## config.mk

```make
export PLATFORM = sky130hd
export DESIGN_NAME = mbss_queue
export DESIGN_NICKNAME = d
export VERILOG_FILES = /design/src/hdl/mbss_pkg.sv /design/src/hdl/mbss_queue.sv
export SDC_FILE = /design/constraint.sdc
export NUM_CORES = 1
export LEC_CHECK = 0
export BUFFER_PORTS_ARGS = -buffer_cell sky130_fd_sc_hd__buf_2
export CAP_MARGIN = 40
export CELL_PAD_IN_SITES_DETAIL_PLACEMENT = 0
export CELL_PAD_IN_SITES_GLOBAL_PLACEMENT = 1
export CORE_ASPECT_RATIO = 0.6
export CORE_MARGIN = 2
export CORE_UTILIZATION = 50
export CTS_CLUSTER_DIAMETER = 50
export DETAILED_ROUTE_END_ITERATION = 10
export GPL_TIMING_DRIVEN = 0
export PLACE_DENSITY = 0.81
export REMOVE_ABC_BUFFERS = 1
export SLEW_MARGIN = 25
export SYNTH_ARGS = -nofsm -noshare
export SYNTH_HDL_FRONTEND = slang
export SYNTH_SLANG_ARGS = --single-unit
```

## constraint.sdc

```tcl
create_clock -name clk -period 3.22 [get_ports clk]
set_input_delay 0.644 -clock clk [delete_from_list [all_inputs] [get_ports clk]]
set_output_delay 0.644 -clock clk [all_outputs]
set_load 0.02 [all_outputs]
```

## src/hdl/mbss_pkg.sv

```systemverilog
`timescale 1ns / 1ps

package mbss_pkg;

	localparam int MAX_DIM = 64;
	localparam int IDX_W = $clog2(MAX_DIM);
	localparam int N_W = $clog2(MAX_DIM + 1);
	localparam int ADDR_W = 2 * IDX_W;
	localparam int STORE_DEPTH = 1 << ADDR_W;

	localparam int SIZE_W = 7;
	localparam int ELEM_W = 32;
	localparam int SUM_W = 40;
	localparam int APB_AW = 3;
	localparam int APB_DW = 32;

	localparam int Q_DEPTH = 4;
	localparam int Q_PTR_W = $clog2(Q_DEPTH);
	localparam int Q_CNT_W = $clog2(Q_DEPTH + 1);

	localparam logic [SIZE_W-1:0] SIZE_RESET = SIZE_W'(2);
	localparam logic [0:0] REG_MATRIX_SIZE = 1'b0;

	localparam logic signed [SUM_W-1:0] SUM_MAX = {1'b0, {(SUM_W-1){1'b1}}};
	localparam logic signed [SUM_W-1:0] SUM_MIN = {1'b1, {(SUM_W-1){1'b0}}};

	// One classified element on its way from the front to the back.
	typedef struct packed {
		logic signed [ELEM_W-1:0] value;
		logic [ADDR_W-1:0]        wr_addr;
		logic [ADDR_W-1:0]        rd_addr;
		logic                     border;
		logic                     compare;
		logic                     last;
	} elem_entry_t;

endpackage

```

## src/hdl/mbss_queue.sv

```systemverilog
`timescale 1ns / 1ps

module mbss_queue
	import mbss_pkg::*;
(
	input  logic        clk,
	input  logic        arst_n,
	input  logic        push,
	input  elem_entry_t push_entry,
	output logic        full,
	input  logic        pop,
	output logic        head_valid,
	output elem_entry_t head_entry
);

	elem_entry_t          slot_q [Q_DEPTH];
	logic [Q_PTR_W-1:0]   wr_ptr_q;
	logic [Q_PTR_W-1:0]   rd_ptr_q;
	logic [Q_CNT_W-1:0]   count_q;

	assign full       = (count_q == Q_CNT_W'(Q_DEPTH));
	assign head_valid = (count_q != '0);
	assign head_entry = slot_q[rd_ptr_q];

	always_ff @(posedge clk) begin
		if (push) begin
			slot_q[wr_ptr_q] <= push_entry;
		end
	end

	always_ff @(posedge clk or negedge arst_n) begin
		if (!arst_n) begin
			wr_ptr_q <= '0;
			rd_ptr_q <= '0;
			count_q  <= '0;
		end else begin
			if (push) begin
				wr_ptr_q <= wr_ptr_q + Q_PTR_W'(1);
			end
			if (pop) begin
				rd_ptr_q <= rd_ptr_q + Q_PTR_W'(1);
			end
			case ({push, pop})
				2'b10:   count_q <= count_q + Q_CNT_W'(1);
				2'b01:   count_q <= count_q - Q_CNT_W'(1);
				default: count_q <= count_q;
			endcase
		end
	end

endmodule

```

==> results of run 1 <==
==> routing by layer <==
metal  share of wire  global-route usage  vias to the layer above
li1                -                   -                     1758
met1            0.43              0.2336                     2048
met2            0.47              0.2665                      143
met3           0.088             0.04696                       23
met4           0.017             0.03365                        0
met5               0                   0                        -
==> cells by family after synthesis <==
kind of cell               share of synthesized area
DFF                                           0.8086
muxes                                         0.1495
buffers and inverters                        0.02090
and+or+nand+nor                             0.005434
xor gates and xnor gates                    0.005851
adders and majority gates                   0.009195
AOI/OAI and AO/OA                          0.0005567
==> worst max path at each step <==
stage | from | endpoint | slack [ns] | cells after the start
floorplan | rd_ptr_q[0] | head_entry[58] | -0.64 | 1
global placement | rd_ptr_q[0] | head_entry[58] | -1.69 | 2
detailed placement | rd_ptr_q[0] | head_entry[54] | 0.57 | 3
CTS | rd_ptr_q[0] | head_entry[54] | 0.03 | 3
global route | rd_ptr_q[0] | head_entry[54] | 0.18 | 3
finish | rd_ptr_q[0] | head_entry[16] | 0.32 | 3
==> state kept, by name, summed over array words and instances, names as in the netlist <==
name / flops
slot_q: 236
count_q: 3
rd_ptr_q: 2
wr_ptr_q: 2
==> cells in the final DEF, fill, tap and decap left out <==
master and n:
and2_4 4, and3_1 1, buf_12 5, buf_16 2
buf_2 123, bufinv_16 4, clkbuf_1 3, clkbuf_16 23
clkinv_1 4, clkinv_2 4, clkinv_4 2, dfrtp_1 5
dfrtp_4 2, diode_2 3, dlygate4sd3_1 1, edfxtp_1 236
fa_1 1, ha_1 5, inv_1 6, mux2i_1 1
mux4_1 1, mux4_2 58, nand2_1 2, nor2_1 1
o21ai_0 1, or3_1 1, xnor2_1 2, xor2_1 4
==> area by class of cell <==
class                      count  share of cell area
sequential                   243              0.6810
multi-input combinational     82              0.1444
timing repair buffer         131             0.07314
clock buffer                  26             0.05498
tap                          234             0.02743
clock inverter                14             0.01618
inverter                       6            0.002110
antenna                        3           0.0007033
==> critical path: cells and delay by family, from the launching register on <==
kind	cells	cell delay (ns)
buffers and inverters	2	0.47
multiplexers	1	0.58
flip-flops	1	0.67
==> power groups by stage <==
stage | sequential (mW) | combinational [mW] | clock (mW)
detailed placement | 4.52 | 3.09 | 0
finish | 4.39 | 3.11 | 2.70
global placement | 4.77 | 2.80 | 0
CTS | 4.45 | 3.10 | 2.76
global route | 4.45 | 3.34 | 2.88
floorplan | 4.58 | 1.93 | 0
==> metrics by stage <==
stage                     hold WS (ns)  setup slack, ns  total power [mW]    util  std cells
final                           0.3583           0.3183             10.20  0.6148        739
after global routing            0.3526           0.1848             10.66  0.6144        736
after CTS                       0.3415          0.03442             10.31  0.6133        735
after detailed placement        0.4860           0.5715             7.607  0.5689        694
after global placement          0.4654           -1.695             7.567  0.5601        688
after floorplan                 0.3484          -0.6421             6.510       -        331
==> timing repair <==
item,CTS,global route
endpoints found under the hold margin,7,0
hold buffers,1,0
buffers inserted,0,1
endpoints found under the setup margin,0,12
==> results.json, run 1 <==
{
  "fmax_mhz": 344.6,
  "yosysTopAreaCell": "edfxtp_1",
  "stdcell_area_um2": 10670,
  "routed_wl_um": 15500,
  "fin_setup_tns_ns": 0,
  "synthArstFlopShare": 0.02881,
  "wl_per_cell_um": 20.98,
  "netlist_area_um2": 8981,
  "grt-ovfl-total": 0,
  "fin_skew_ns": 0.01138,
  "p_sw_mw": 3.097,
  "initial_utilization": 0.5173,
  "post-route-period-util": 0.9011,
  "drtPass1Iterations": 5,
  "grt_max_degree": 47,
  "ys_types": 20,
  "antenna_found_initial": 2,
  "syn2layout_area_growth_pct": 18.85,
  "cts_resized": 0,
  "first_global_vias": 4283,
  "cts_tree": "done",
  "synth-edff-count": 236,
  "fin_nets": 555,
  "core_um2": 17360,
  "avgSynthCellArea_um2": 26.03,
  "via_count": 3972,
  "worstHoldStart": "push_entry[16]",
  "clockBufferDepth": 3,
  "ys_seq_elements": 243,
  "r2r_end": "slot_q[0][11]",
  "die_y_um": 107.8,
  "p_per_area_nw_per_um2": 955.4,
  "drt_iter0_drc": 297,
  "dp_hpwl_um": 9149,
  "period_minus_slack_ns": 2.902,
  "r2r_slack_ns": 1.42,
  "outcome": "finished, final reports clean",
  "place_area_um2": 9877,
  "worstSetupPathType": "register to output pin",
  "multiInputGateArea_um2": 1541,
  "p_leak_nw": 3.692,
  "cap_violations": 0,
  "synth_top_area_frac": 0.7891,
  "hold_depth": 1,
  "grt_first_pass_wirelength_um": 23840,
  "hold_end": "slot_q[0][16]",
  "finalSetupViolCount": 0,
  "rsz0062_at_grt": "false",
  "slew_viol_final": 0,
  "worstPathCellList": "buf_16, mux4_2, buf_2",
  "worstMarginPinSlew_ns": 0.4910,
  "die-area_um2": 19090,
  "htreeDepth": 1,
  "synth_most_common_cell": "edfxtp_1",
  "p_sw_frac": 0.3037,
  "synth_top_cells_by_count": "edfxtp_1, mux4_2, dfrtp_1",
  "slowest_stage": "dfrtp_4",
  "grt_usage": 0.1668,
  "crit_required_ns": 2.58,
  "cp-end-kind": "output pin",
  "combPwrFrac": 0.305,
  "r2r_cells": 4,
  "ant_nets": 0,
  "clkSlewWorstSetupHoldPaths_ns": 0.06,
  "pwr-share-clk": 0.264,
  "max_stage_delay_ns": 0.67,
  "cts_buffers": 22,
  "reg2reg_from": "wr_ptr_q[0]",
  "internal_power_mw": 7.101,
  "cts.sinks": 243,
  "drcViolationCount": 0,
  "die_w_um": 177.0,
  "synth_ff_type": "edfxtp_1",
  "hold_viol_final": 0,
  "synthCells": 345,
  "ys_seq_area_frac": 0.8086,
  "pwr-share-seq": 0.430,
  "regArea_um2": 7269,
  "peakVddDrop_uv": 501.7,
  "ios": 124,
  "root_buffer": "clkbuf_16",
  "drive_gt1_frac": 0.4522,
  "fillers": 1237,
  "rows": 37,
  "clock_latency_ns": 0.49,
  "min_path_type": "input port to register",
  "critPathArrivalTime_ns": 2.26,
  "yosys-top-cells-area": "edfxtp_1, mux4_2, dfrtp_1, buf_12, ha_1",
  "startpoint_type": "register",
  "place_congestion": 0.7483,
  "port_buffers": 123,
  "slew_headroom": 0.6727,
  "ys.warnings.count": 0,
  "worst-path-max-fanout": 32,
  "viasPerCell": 5.375
}
(Power assumes the default switching activity.)
==> run 2: changes to the inputs <==
--- a/config.mk
+++ b/config.mk
@@ -5,13 +5,14 @@
 export SDC_FILE = /design/constraint.sdc
 export NUM_CORES = 1
 export LEC_CHECK = 0
+export ABC_AREA = 1
 export BUFFER_PORTS_ARGS = -buffer_cell sky130_fd_sc_hd__buf_2
 export CAP_MARGIN = 40
 export CELL_PAD_IN_SITES_DETAIL_PLACEMENT = 0
 export CELL_PAD_IN_SITES_GLOBAL_PLACEMENT = 1
 export CORE_ASPECT_RATIO = 0.6
 export CORE_MARGIN = 2
-export CORE_UTILIZATION = 50
+export CORE_UTILIZATION = 47
 export CTS_CLUSTER_DIAMETER = 50
 export DETAILED_ROUTE_END_ITERATION = 10
 export GPL_TIMING_DRIVEN = 0
==> run 2 against run 1 <==
Effect of this change: critical path depth is 2 higher; clock skew hardly changed; utilization is 5.3 points lower; combinational power is 22% higher; routed wire length is 11% higher; design area is 5.9% higher; clock-buffer cell count is 3 higher; cell count is 55% higher.
==> results.json, run 2 <==
{
  "grt_usage": 0.1579,
  "fmax_mhz": 339.0,
  "period_minus_slack_ns": 2.950,
  "via_count": 5488,
  "peakVddDrop_uv": 539.2,
  "port_buffers": 123,
  "ys.warnings.count": 0,
  "worst-path-max-fanout": 60,
  "yosys-top-cells-area": "edfxtp_1, o211ai_1, nand2_1, inv_1, dfrtp_1",
  "cts_buffers": 23,
  "final_common_cell": "edfxtp_1",
  "routed_wl_um": 17170,
  "die-area_um2": 21860,
  "synth_ff_type": "edfxtp_1",
  "ys_seq_elements": 243,
  "grt_first_pass_wirelength_um": 26670,
  "outcome": "finished, final reports clean",
  "slew_headroom": 0.6325,
  "rows": 40,
  "ys_types": 17,
  "place_congestion": 0.7211,
  "largest_register_ff_count": 236,
  "synth_top_cells_by_count": "edfxtp_1, nand2_1, inv_1",
  "root_buffer": "clkbuf_16",
  "initial_utilization": 0.4825,
  "critPathArrivalTime_ns": 2.31,
  "fin_nets": 923,
  "die_w_um": 189.5,
  "syn2layout_area_growth_pct": 16.48,
  "crit_required_ns": 2.58,
  "cts.sinks": 243,
  "wl_per_cell_um": 15.02,
  "post-route-period-util": 0.9161,
  "slew_viol_final": 0,
  "worstMarginPinSlew_ns": 0.5508,
  "hold_viol_final": 0,
  "cts_setup_buffers": 0,
  "synthCells": 737,
  "startpoint_type": "register",
  "drcViolationCount": 0,
  "dp_hpwl_um": 9856,
  "clkSlewWorstSetupHoldPaths_ns": 0.07,
  "fin_skew_ns": 0.01159,
  "yosysTopAreaCell": "edfxtp_1",
  "drtPass1Iterations": 4,
  "cts_tree": "done",
  "worstSetupPathType": "register to output pin",
  "synth_top_area_frac": 0.7300,
  "rsz0062_at_grt": "false",
  "htreeDepth": 1,
  "synthArstFlopShare": 0.02881,
  "clock_latency_ns": 0.50,
  "grt-ovfl-total": 0,
  "stdcell_count": 1143,
  "ios": 124,
  "fin_total_pwr_mw": 10.58,
  "largest_register": "slot_q",
  "p_leak_nw": 4.540,
  "p_per_area_nw_per_um2": 935.2,
  "core_um2": 20120,
  "top_regs": "slot_q x236, count_q x3",
  "finalSetupViolCount": 0,
  "avgSynthCellArea_um2": 13.17,
  "synth_most_common_cell": "edfxtp_1",
  "cp-end-kind": "output pin",
  "synth-edff-count": 236,
  "antenna_found_initial": 5,
  "grt_max_degree": 80,
  "viasPerCell": 4.801,
  "cap_violations": 0,
  "most-common-layout-cells": "edfxtp_1, nand2_1, inv_1",
  "die_y_um": 115.3,
  "clockBufferDepth": 3,
  "netlist_area_um2": 9708,
  "ys_seq_area_frac": 0.7480,
  "drt_iter0_drc": 321,
  "drive_gt1_frac": 0.1912,
  "ant_nets": 0,
  "first_global_vias": 5024,
  "min_path_type": "input port to register",
  "place_area_um2": 10640,
  "stdcell_area_um2": 11310,
  "dp.cells": 1101
}
-- run 2: cell count changes in the layout (fill, tap and decap cells not counted), sizes merged, moves of 2 or more --
cell	change
nand2	+186
inv	+127
o211ai	+118
mux4	-59
and2	-4
bufinv	-4
clkbuf	+3
nand3	+2
-- run 2: cell type report --
cell class	count	area (um2)
inverters	132	510.5
flip-flops and latches	243	7269
diodes	2	5.005
well taps	273	341.6
clock inverters	10	50.05
multi-input cells	322	1740
clock buffers	29	598.1
repair buffers	132	793.3
fillers	1635	8811
-- run 2: cells by family after synthesis --
group,count (synthesis),share of synthesized area
compound gates,120,0.09228
xor+xnor,4,0.003609
fa+ha+maj,6,0.008506
buf+inv,172,0.07269
flops,243,0.7480
simple gates,192,0.07488
-- run 2: worst max-delay path, cell delays in order, from the launching register on --
cell,delay [ns]
dfrtp_4,0.63
buf_12,0.25
inv_6,0.44
o211ai_1,0.17
nand2_1,0.13
buf_2,0.17
-- run 2: where the power goes --
| group | switching [mW] | total, mW | internal, mW | leakage (nW) |
|---|---|---|---|---|
| registers | 0.269 | 4.41 | 4.14 | 2.25 |
| clock network | 1.06 | 2.37 | 1.31 | 0.320 |
| logic | 2.59 | 3.79 | 1.21 | 1.97 |
-- run 2: worst paths after layout --
check	start	end	slack, ns	cells past startpoint
min in group asynchronous	arst_n	rd_ptr_q[1]	0.51	2
hold reg to reg	count_q[2]	count_q[2]	0.49	2
hold / removal	push_entry[8]	slot_q[1][8]	0.36	1
setup / recovery	rd_ptr_q[1]	head_entry[26]	0.27	5
max in group asynchronous	arst_n	rd_ptr_q[0]	2.52	2
setup reg to reg	wr_ptr_q[0]	slot_q[0][51]	1.50	5
-- run 2: metal layers --
| metal | up-vias | GRT usage | part of all wire |
|---|---|---|---|
| met5 | - | 0 | 0.0027 |
| met1 | 2534 | 0.2132 | 0.46 |
| met2 | 127 | 0.2554 | 0.44 |
| li1 | 2787 | - | - |
| met3 | 32 | 0.04976 | 0.076 |
| met4 | 8 | 0.03411 | 0.017 |
-- run 2: stage by stage --
step | hold WS [ns] | worst slack [ns] | util | setup TNS, ns
floorplan | 0.3484 | -1.880 | - | -113.10
global placement | 0.4601 | -3.563 | 0.5197 | -242.05
detailed placement | 0.4744 | 0.5872 | 0.5290 | 0
CTS | 0.3358 | 0.03730 | 0.5617 | 0
global route | 0.3405 | 0.1137 | 0.5618 | 0
finish | 0.3592 | 0.2701 | 0.5621 | 0
-- run 2: repair_timing --
action                                  CTS  global route
hold buffers                              1             0
gates resized for setup                   0             1
endpoints found under the setup margin    0            48
endpoints found under the hold margin     7             0
