$ cat src/hdl/mbss_pkg.sv
`timescale 1ns / 1ps

package mbss_pkg;

	localparam int MAX_DIM = 64;
	localparam int IDX_W = $clog2(MAX_DIM);
	localparam int N_W = $clog2(MAX_DIM + 1);
	localparam int ADDR_W = 2 * IDX_W;
	localparam int STORE_DEPTH = 1 << ADDR_W;

	localparam int SIZE_W = 7;
	localparam int ELEM_W = 32;
	localparam int SUM_W = 40;
	localparam int APB_AW = 3;
	localparam int APB_DW = 32;

	localparam int Q_DEPTH = 4;
	localparam int Q_PTR_W = $clog2(Q_DEPTH);
	localparam int Q_CNT_W = $clog2(Q_DEPTH + 1);

	localparam logic [SIZE_W-1:0] SIZE_RESET = SIZE_W'(2);
	localparam logic [0:0] REG_MATRIX_SIZE = 1'b0;

	localparam logic signed [SUM_W-1:0] SUM_MAX = {1'b0, {(SUM_W-1){1'b1}}};
	localparam logic signed [SUM_W-1:0] SUM_MIN = {1'b1, {(SUM_W-1){1'b0}}};

	// One classified element on its way from the front to the back.
	typedef struct packed {
		logic signed [ELEM_W-1:0] value;
		logic [ADDR_W-1:0]        wr_addr;
		logic [ADDR_W-1:0]        rd_addr;
		logic                     border;
		logic                     compare;
		logic                     last;
	} elem_entry_t;

endpackage

$ cat src/hdl/mbss_front.sv
`timescale 1ns / 1ps

module mbss_front
	import mbss_pkg::*;
(
	input  logic                     clk,
	input  logic                     arst_n,
	input  logic                     cfg_wr,
	input  logic [SIZE_W-1:0]        cfg_size,
	output logic [SIZE_W-1:0]        size,
	input  logic                     elem_valid,
	input  logic signed [ELEM_W-1:0] elem_value,
	output logic                     elem_ready,
	input  logic                     q_full,
	output logic                     push,
	output elem_entry_t              push_entry
);

	logic [SIZE_W-1:0] size_q;
	logic [IDX_W-1:0]  row_q;
	logic [IDX_W-1:0]  col_q;
	logic [N_W-1:0]    n_eff;
	logic [IDX_W-1:0]  n_last;
	logic              row_end;
	logic              col_end;

	// clamp the programmed size into 2..MAX_DIM
	always_comb begin
		if (size_q < SIZE_W'(2)) begin
			n_eff = N_W'(2);
		end else if (32'(size_q) > MAX_DIM) begin
			n_eff = N_W'(MAX_DIM);
		end else begin
			n_eff = N_W'(size_q);
		end
	end

	assign n_last  = IDX_W'(n_eff - N_W'(1));
	assign row_end = (row_q == n_last);
	assign col_end = (col_q == n_last);

	assign size       = size_q;
	assign elem_ready = !q_full;
	assign push       = elem_valid && elem_ready;

	always_comb begin
		push_entry.value   = elem_value;
		push_entry.wr_addr = {row_q, col_q};
		push_entry.rd_addr = {col_q, row_q};
		push_entry.border  = (row_q == '0) || row_end || (col_q == '0) || col_end;
		push_entry.compare = (row_q > col_q);
		push_entry.last    = row_end && col_end;
	end

	always_ff @(posedge clk or negedge arst_n) begin
		if (!arst_n) begin
			size_q <= SIZE_RESET;
			row_q  <= '0;
			col_q  <= '0;
		end else if (cfg_wr) begin
			size_q <= cfg_size;
			row_q  <= '0;
			col_q  <= '0;
		end else if (push) begin
			if (col_end) begin
				col_q <= '0;
				row_q <= row_end ? '0 : row_q + IDX_W'(1);
			end else begin
				col_q <= col_q + IDX_W'(1);
			end
		end
	end

endmodule

$ cat config.mk
export PLATFORM = sky130hd
export DESIGN_NAME = mbss_front
export DESIGN_NICKNAME = d
export VERILOG_FILES = /design/src/hdl/mbss_pkg.sv /design/src/hdl/mbss_front.sv
export SDC_FILE = /design/constraint.sdc
export NUM_CORES = 1
export LEC_CHECK = 0
export BUFFER_PORTS_ARGS = -buffer_cell sky130_fd_sc_hd__buf_2
export CAP_MARGIN = 20
export CORE_ASPECT_RATIO = 1.1
export CORE_MARGIN = 5
export CORE_UTILIZATION = 25
export CTS_BUF_LIST = sky130_fd_sc_hd__clkbuf_4
export DETAILED_ROUTE_END_ITERATION = 6
export SLEW_MARGIN = 10
export SYNTH_ARGS = -nofsm -noshare
export SYNTH_HDL_FRONTEND = slang
export SYNTH_SLANG_ARGS = --single-unit
export TNS_END_PERCENT = 20
$ cat constraint.sdc
create_clock -name clk -period 5.11 [get_ports clk]
set_input_delay 0.2555 -clock clk [delete_from_list [all_inputs] [get_ports clk]]
set_output_delay 0.2555 -clock clk [all_outputs]
set_load 0.01 [all_outputs]
==> summary.txt, run 1 <==
Floorplanning
  – Initial core utilization: 0.2583
  – Standard cell core area: 0.007087 mm2
  – Row cnt: 32
  – Die width: 91.59 um
  – Die outline area: 0.009135 mm2
  – Chip height: 99.75 um
  – I/O pins: 112

Critical path
  – Capture instance of the worst register-to-register path: row_q[1]
  – Critical path start-end classification: flop to output port
  – List of cells traversed by the critical path: nor3_1, a21oi_1, inv_1, ha_1, or4b_1, o311ai_1, a31oi_2, xnor2_1, nand2_1, nor2_1, buf_2
  – Reg2reg path depth: 11
  – Timing startpoint of the critical path: size[3]
  – Buffering stage count on the worst path with inverters included: 2
  – CP max stage delay: 0.49 ns
  – Start of the worst register-to-register path: size[3]
  – Endpoint class of the critical path: output port
  – Highest fanout seen on the critical path: 8
  – Launching element type of the critical path: flop
  – Setup slack of the most critical reg-to-reg path: 2.06 ns
  – Top delay family on crit path: simple AND/OR/NAND/NOR gates
  – Arrival time worst endpoint: 3.20 ns
  – Crit-path slowest cell: dfrtp_1
  – Critical path data required time: 4.85 ns

Synthesis
  – Sequential area share after synthesis: 0.2604
  – Dominant cell by count in the synthesized netlist: buf_4
  – Number of flops mapped to enable cells by yosys: 0
  – Commonest cells in the netlist: buf_4, dfrtp_1, nand2_1
  – Cell types with the largest area share after synthesis: dfrtp_1, buf_4, ha_1, xnor2_1, mux2_2
  – Library cells used by synthesis: 43
  – Main synth FF type: dfrtp_1
  – Total standard cell area after synthesis: 0.001831 mm2
  – Syn. warnings: 0
  – Net Count, Synth: 258
  – Synthesized instance count: 203
  – Per-instance average area after synthesis: 9.017 um2
  – Leading area contributor after synthesis: dfrtp_1
  – Area fraction of the dominant cell type after synthesis: 0.2461
  – Async set-reset flop share out of synthesis: 1.000
  – Seq cells post-synth: 19

Place
  – I/O Buffers: 47
  – Area after DPL: 0.001819 mm2
  – Dpl hpwl: 3251 um
  – Final estimated routing congestion in global placement: 0.8593

Timing
  – Post-Route Skew: 0.002432 ns
  – Count of pins over their slew limit: 0
  – Fin. Hold Viols: 0
  – Final count of negative-setup-slack endpoints: 0
  – Maximum clock frequency: 289.3 MHz
  – Final worst path period need: 3.456 ns
  – Smallest hold slack: 0.1601 ns
  – Setup repair after global routing missed its margin: no
  – Final TNS setup: 0 ns
  – Worst Max-Slew Pin Slew: 0.4493 ns
  – Worst slew margin relative to its limit: 0.7005
  – Portion of the clock cycle consumed by the worst path in the final layout: 0.6763

Layout
  – Finished layout cell area: 0.001857 mm2
  – Total number of nets in the final design: 262
  – FF+latch area: 476.7 um2
  – Area taken by multi-input logic gates: 952.2 um2
  – Number of diodes added for antenna fixing: 0
  – Share of cells above drive strength 1: 0.3301
  – Area growth from synthesis to layout: 1.435%
  – # fillers: 763
  – Final design utilization: 0.2620

Drt
  – DRT Pass-1 Iters: 4
  – Final Routed Wirelength: 4206 um
  – Number of nets still failing antenna checks after routing: 0
  – Routed length per placed instance: 14.45 um
  – Per-cell via count in the routed design: 4.835
  – DRC errors left: 0
  – Initial DRC Count: 66
  – Vias post-DR: 1407

Power
  – Peak supply drop: 0.1627 mV
  – Portion of total power attributed to combinational logic: 0.283
  – Internal: 232.5 uW
  – Sw Ratio: 0.3352
  – Static Leakage: 0.8428 nW
  – Part of the power in the clock network: 0.230
  – Total power density per cell area: 188.3 mW/mm2
  – Net switching power: 117.2 uW
  – Total power: 349.7 uW
  – Sequential share of power: 0.488

CTS
  – Clock insertion delay at the later pin of the skew report: 0.30 ns
  – Sinks on Clock Net: 19
  – Count of buffers added by post-CTS timing repair for setup: 0
  – Number of H-tree levels: 1
  – Number of buffers created by CTS: 3
  – Clock-pin transition on the worst setup and hold timing paths: 0.12 ns
  – Cell at the root of the clock tree: clkbuf_4
  – TritonCTS clock tree: built
  – Largest buffer count on any clock path: 2

GRT
  – Total track usage: 0.08944
  – Antenna violations before repair: 0
  – Largest net degree at the start of global routing: 20
  – Via count of the first global-routing pass: 1306
  – Residual overflow from global routing: 0
  – Global-route wire length before repair: 6589 um

Hold path
  – Worst Hold Endpoint: size[4]
  – Hold-critical path depth: 3
  – Launch point of the worst hold path: cfg_size[4]
  – Min-Delay Path Class: input pin to flop

Outcome
  – Outcome: completed

Flow run
  – Number of maximum-capacitance constraint violations: 0
state kept, by name, indices dropped and copies added, names as in the netlist:
register / count
size: 7
row_q: 6
col_q: 6
routing by layer:
metal,track usage,vias up,part of all wire
met3,0.03253,8,0.098
met4,0.01856,0,0.0048
met5,0,-,0
met1,0.1147,669,0.45
li1,-,670,-
met2,0.1445,60,0.44
worst min-delay path: stages:
cell and delay, ns:
buf_2 0.07, nand2_1 0.04, o21ai_0 0.06
cells by family (layout without fill, tap and decap cells):
| kind of cell | after synthesis | after routing | share of synthesized area |
|---|---|---|---|
| buffers and inverters | 62 | 65 | 0.2194 |
| flip-flops | 19 | 19 | 0.2604 |
| XOR/XNOR | 13 | 13 | 0.07724 |
| multiplexers | 8 | 8 | 0.04784 |
| AO/OA/AOI/OAI | 32 | 32 | 0.1271 |
| adder cells (fa/ha/maj) | 11 | 11 | 0.07519 |
| AND/OR/NAND/NOR | 58 | 58 | 0.1928 |
worst max-delay path by stage:
| stage | end | depth (start not counted) |
|---|---|---|
| 2_1_floorplan | push_entry[0] | 10 |
| 3_3_place_gp | push_entry[0] | 11 |
| 3_5_place_dp | push_entry[0] | 11 |
| 4_1_cts | push_entry[0] | 11 |
| 5_1_grt | push_entry[0] | 11 |
| 6_report | push_entry[0] | 11 |
what timing repair did:
action | in CTS | in global routing
hold endpoints to repair | 18 | 0
gates resized for setup | 0 | 0
hold buffers | 1 | 0
stage by stage:
stage / setup WS [ns] / cells
2_1_floorplan: 2.331 / 203
3_3_place_gp: 2.146 / 286
3_5_place_dp: 2.039 / 286
4_1_cts: 1.627 / 291
5_1_grt: 1.416 / 291
6_report: 1.654 / 291
power groups by stage:
stage | Combinational, mW | Clock [mW] | Sequential, mW
finish | 0.0988 | 0.0803 | 0.171
floorplan | 0.0988 | 0 | 0.172
global route | 0.108 | 0.0926 | 0.173
global placement | 0.0983 | 0 | 0.173
CTS | 0.100 | 0.0863 | 0.171
detailed placement | 0.0986 | 0 | 0.174
placed cells by master, fill, tap and decap left out, types with 3 or more instances in the layout:
master	count
a21oi_1	8
nand2_1	14
nand3_1	8
clkbuf_4	3
mux2_2	6
nor2_1	9
nor2b_1	6
ha_1	11
buf_2	47
xor2_1	3
inv_1	13
o31ai_1	3
nand2b_1	3
nor3_1	5
a32oi_1	4
xnor2_1	8
dfrtp_1	18
o21ai_0	4
area by class of cell:
class | instances | area share
Sequential cell | 19 | 0.2567
Timing Repair Buffer | 48 | 0.1321
Tap cell | 85 | 0.05728
Inverter | 13 | 0.02628
Multi-Input combinational cell | 122 | 0.5128
Clock buffer | 3 | 0.01213
Clock inverter | 1 | 0.002695
Note: power is estimated with default switching activity, not from simulation.
==> inputs of run 2 (changes only) <==
- clock period: 5.11 -> 2.9 ns (I/O delays scaled with it)
==> summary.txt, run 2 (synthesized netlist as in run 1, its figures left out) <==
Floorplanning
  – Chip height: 99.75 um
  – Row cnt: 32
  – Initial core utilization: 0.2583
  – I/O pins: 112
  – Standard cell core area: 0.007087 mm2
  – Die outline area: 0.009135 mm2
  – Die width: 91.59 um

Power
  – Sequential share of power: 0.443
  – Net switching power: 228.7 uW
  – Total power: 670.0 uW
  – Total power density per cell area: 333.0 mW/mm2
  – Peak supply drop: 0.2013 mV
  – Internal: 441.3 uW
  – Static Leakage: 0.9091 nW
  – Part of the power in the clock network: 0.219
  – Portion of total power attributed to combinational logic: 0.338
  – Sw Ratio: 0.3414

Timing
  – Smallest hold slack: 0.03102 ns
  – Portion of the clock cycle consumed by the worst path in the final layout: 0.9622
  – Post-Route Skew: 0.002149 ns
  – Final worst path period need: 2.790 ns
  – Final critical-path setup slack: 0.1096 ns
  – Count of pins over their slew limit: 0
  – Worst Max-Slew Pin Slew: 0.4632 ns
  – Maximum clock frequency: 358.4 MHz
  – Fin. Hold Viols: 0
  – Final TNS setup: 0 ns
  – Final count of negative-setup-slack endpoints: 0
  – Worst slew margin relative to its limit: 0.6912

Outcome
  – Outcome: completed

Critical path
  – Reg2reg path depth: 11
  – Buffering stage count on the worst path with inverters included: 1
  – Highest fanout seen on the critical path: 6
  – Arrival time worst endpoint: 2.65 ns
  – List of cells traversed by the critical path: or2_4, nor3_4, o21bai_2, ha_4, or4b_1, o311ai_1, a31oi_2, xor2_2, nand2_1, nand3_1, buf_2
  – CP max stage delay: 0.46 ns
  – Critical path start-end classification: flop to output port
  – Critical path data required time: 2.76 ns
  – Crit-path slowest cell: dfrtp_2
  – Top delay family on crit path: simple AND/OR/NAND/NOR gates
  – Endpoint class of the critical path: output port
  – Depth of the critical timing path with buffers and inverters included: 11
  – Launching element type of the critical path: flop

Layout
  – Area growth from synthesis to layout: 9.911%
  – Total number of nets in the final design: 273
  – Area taken by multi-input logic gates: 0.001017 mm2
  – Share of cells above drive strength 1: 0.4194
  – Commonest non-fill, non-tap cell in the layout: buf_2
  – Number of diodes added for antenna fixing: 0
  – Highest-count cells in the layout ignoring fill and taps: buf_2, dfrtp_1, inv_1, nand2_1
  – # fillers: 770
  – FF+latch area: 480.5 um2
  – Max reg flops: 7

Drt
  – Routed length per placed instance: 14.46 um
  – Number of nets still failing antenna checks after routing: 0
  – Initial DRC Count: 58
  – Vias post-DR: 1437
  – Per-cell via count in the routed design: 4.758
  – Final Routed Wirelength: 4367 um
  – DRC errors left: 0
  – DRT Pass-1 Iters: 4

Place
  – Dpl hpwl: 3237 um
  – I/O Buffers: 47
  – Final estimated routing congestion in global placement: 0.8535
  – Post-Place Setup Slack: 0.06375 ns

GRT
  – Residual overflow from global routing: 0
  – Total track usage: 0.09144
  – Antenna violations before repair: 0
  – Global-route wire length before repair: 6844 um
  – Via count of the first global-routing pass: 1353
  – Largest net degree at the start of global routing: 20

CTS
  – Largest buffer count on any clock path: 2
  – Cell at the root of the clock tree: clkbuf_4
  – Number of buffers created by CTS: 3
  – Sinks on Clock Net: 19
  – Clock-pin transition on the worst setup and hold timing paths: 0.12 ns
  – Number of H-tree levels: 1
  – TritonCTS clock tree: built
  – Clock insertion delay at the later pin of the skew report: 0.31 ns

Hold path
  – Min-Delay Path Class: input pin to flop
  – Hold-critical path depth: 3

Flow run
  – Number of maximum-capacitance constraint violations: 0
[run 2: cell types whose count changed in the layout (fill, tap and decap cells not counted), moves of 2 or more]
| cell | delta |
|---|---|
| nor3_4 | +2 |
| nor3_1 | -2 |
| buf_4 | +10 |
| dfrtp_1 | -3 |
| dfrtp_2 | +3 |
[run 2: area by class of cell]
| type | count | area share |
|---|---|---|
| multi-input cells | 122 | 0.5056 |
| flip-flops and latches | 19 | 0.2388 |
| repair buffers | 59 | 0.1648 |
| well taps | 85 | 0.05286 |
| inverters | 13 | 0.02425 |
| clock buffers | 3 | 0.01119 |
| clock inverters | 1 | 0.002488 |
[run 2: worst reg2reg max path, delay by kind of cell (launching register included)]
family	cells	cell delay, ns
fa+ha+maj	1	0.16
buf+inv	1	0.09
compound gates	5	0.86
flops	1	0.46
xor+xnor	1	0.21
simple gates	3	0.80
[run 2: layer usage]
layer  wire length (um)  track usage
met3                325      0.02950
met4                 27      0.02784
met5                  0            0
met2               1993       0.1405
met1               2019       0.1220
[run 2: path summary, 6_finish.rpt]
kind | start | end | slack, ns
max in group asynchronous | arst_n | size[1] | 2.26
hold / removal | cfg_size[4] | size[4] | 0.03
setup reg to reg | size[4] | row_q[5] | 0.25
hold reg to reg | size[6] | size[6] | 0.57
min in group asynchronous | arst_n | size[6] | 0.30
setup / recovery | size[4] | push_entry[2] | 0.11
[run 2: power by group through the flow]
stage	logic, mW	registers, mW	clock network, mW
after floorplan	0.174	0.303	0
after global placement	0.189	0.300	0
after detailed placement	0.192	0.301	0
after CTS	0.208	0.295	0.151
after global routing	0.246	0.300	0.166
final	0.227	0.297	0.146
[run 2: timing repair]
item	in CTS	in global routing
hold buffers	1	0
setup endpoints to repair	2	5
hold endpoints to repair	18	0
buffers inserted	2	5
resized for setup	7	10
pin swaps	3	3
[run 2: per-stage QoR]
| stage | std cells | util | area [um2] |
|---|---|---|---|
| 2_1_floorplan | 203 | - | 1831 |
| 3_3_place_gp | 290 | 0.2609 | 1849 |
| 3_5_place_dp | 290 | 0.2609 | 1849 |
| 4_1_cts | 297 | 0.2726 | 1932 |
| 5_1_grt | 302 | 0.2839 | 2012 |
| 6_report | 302 | 0.2839 | 2012 |
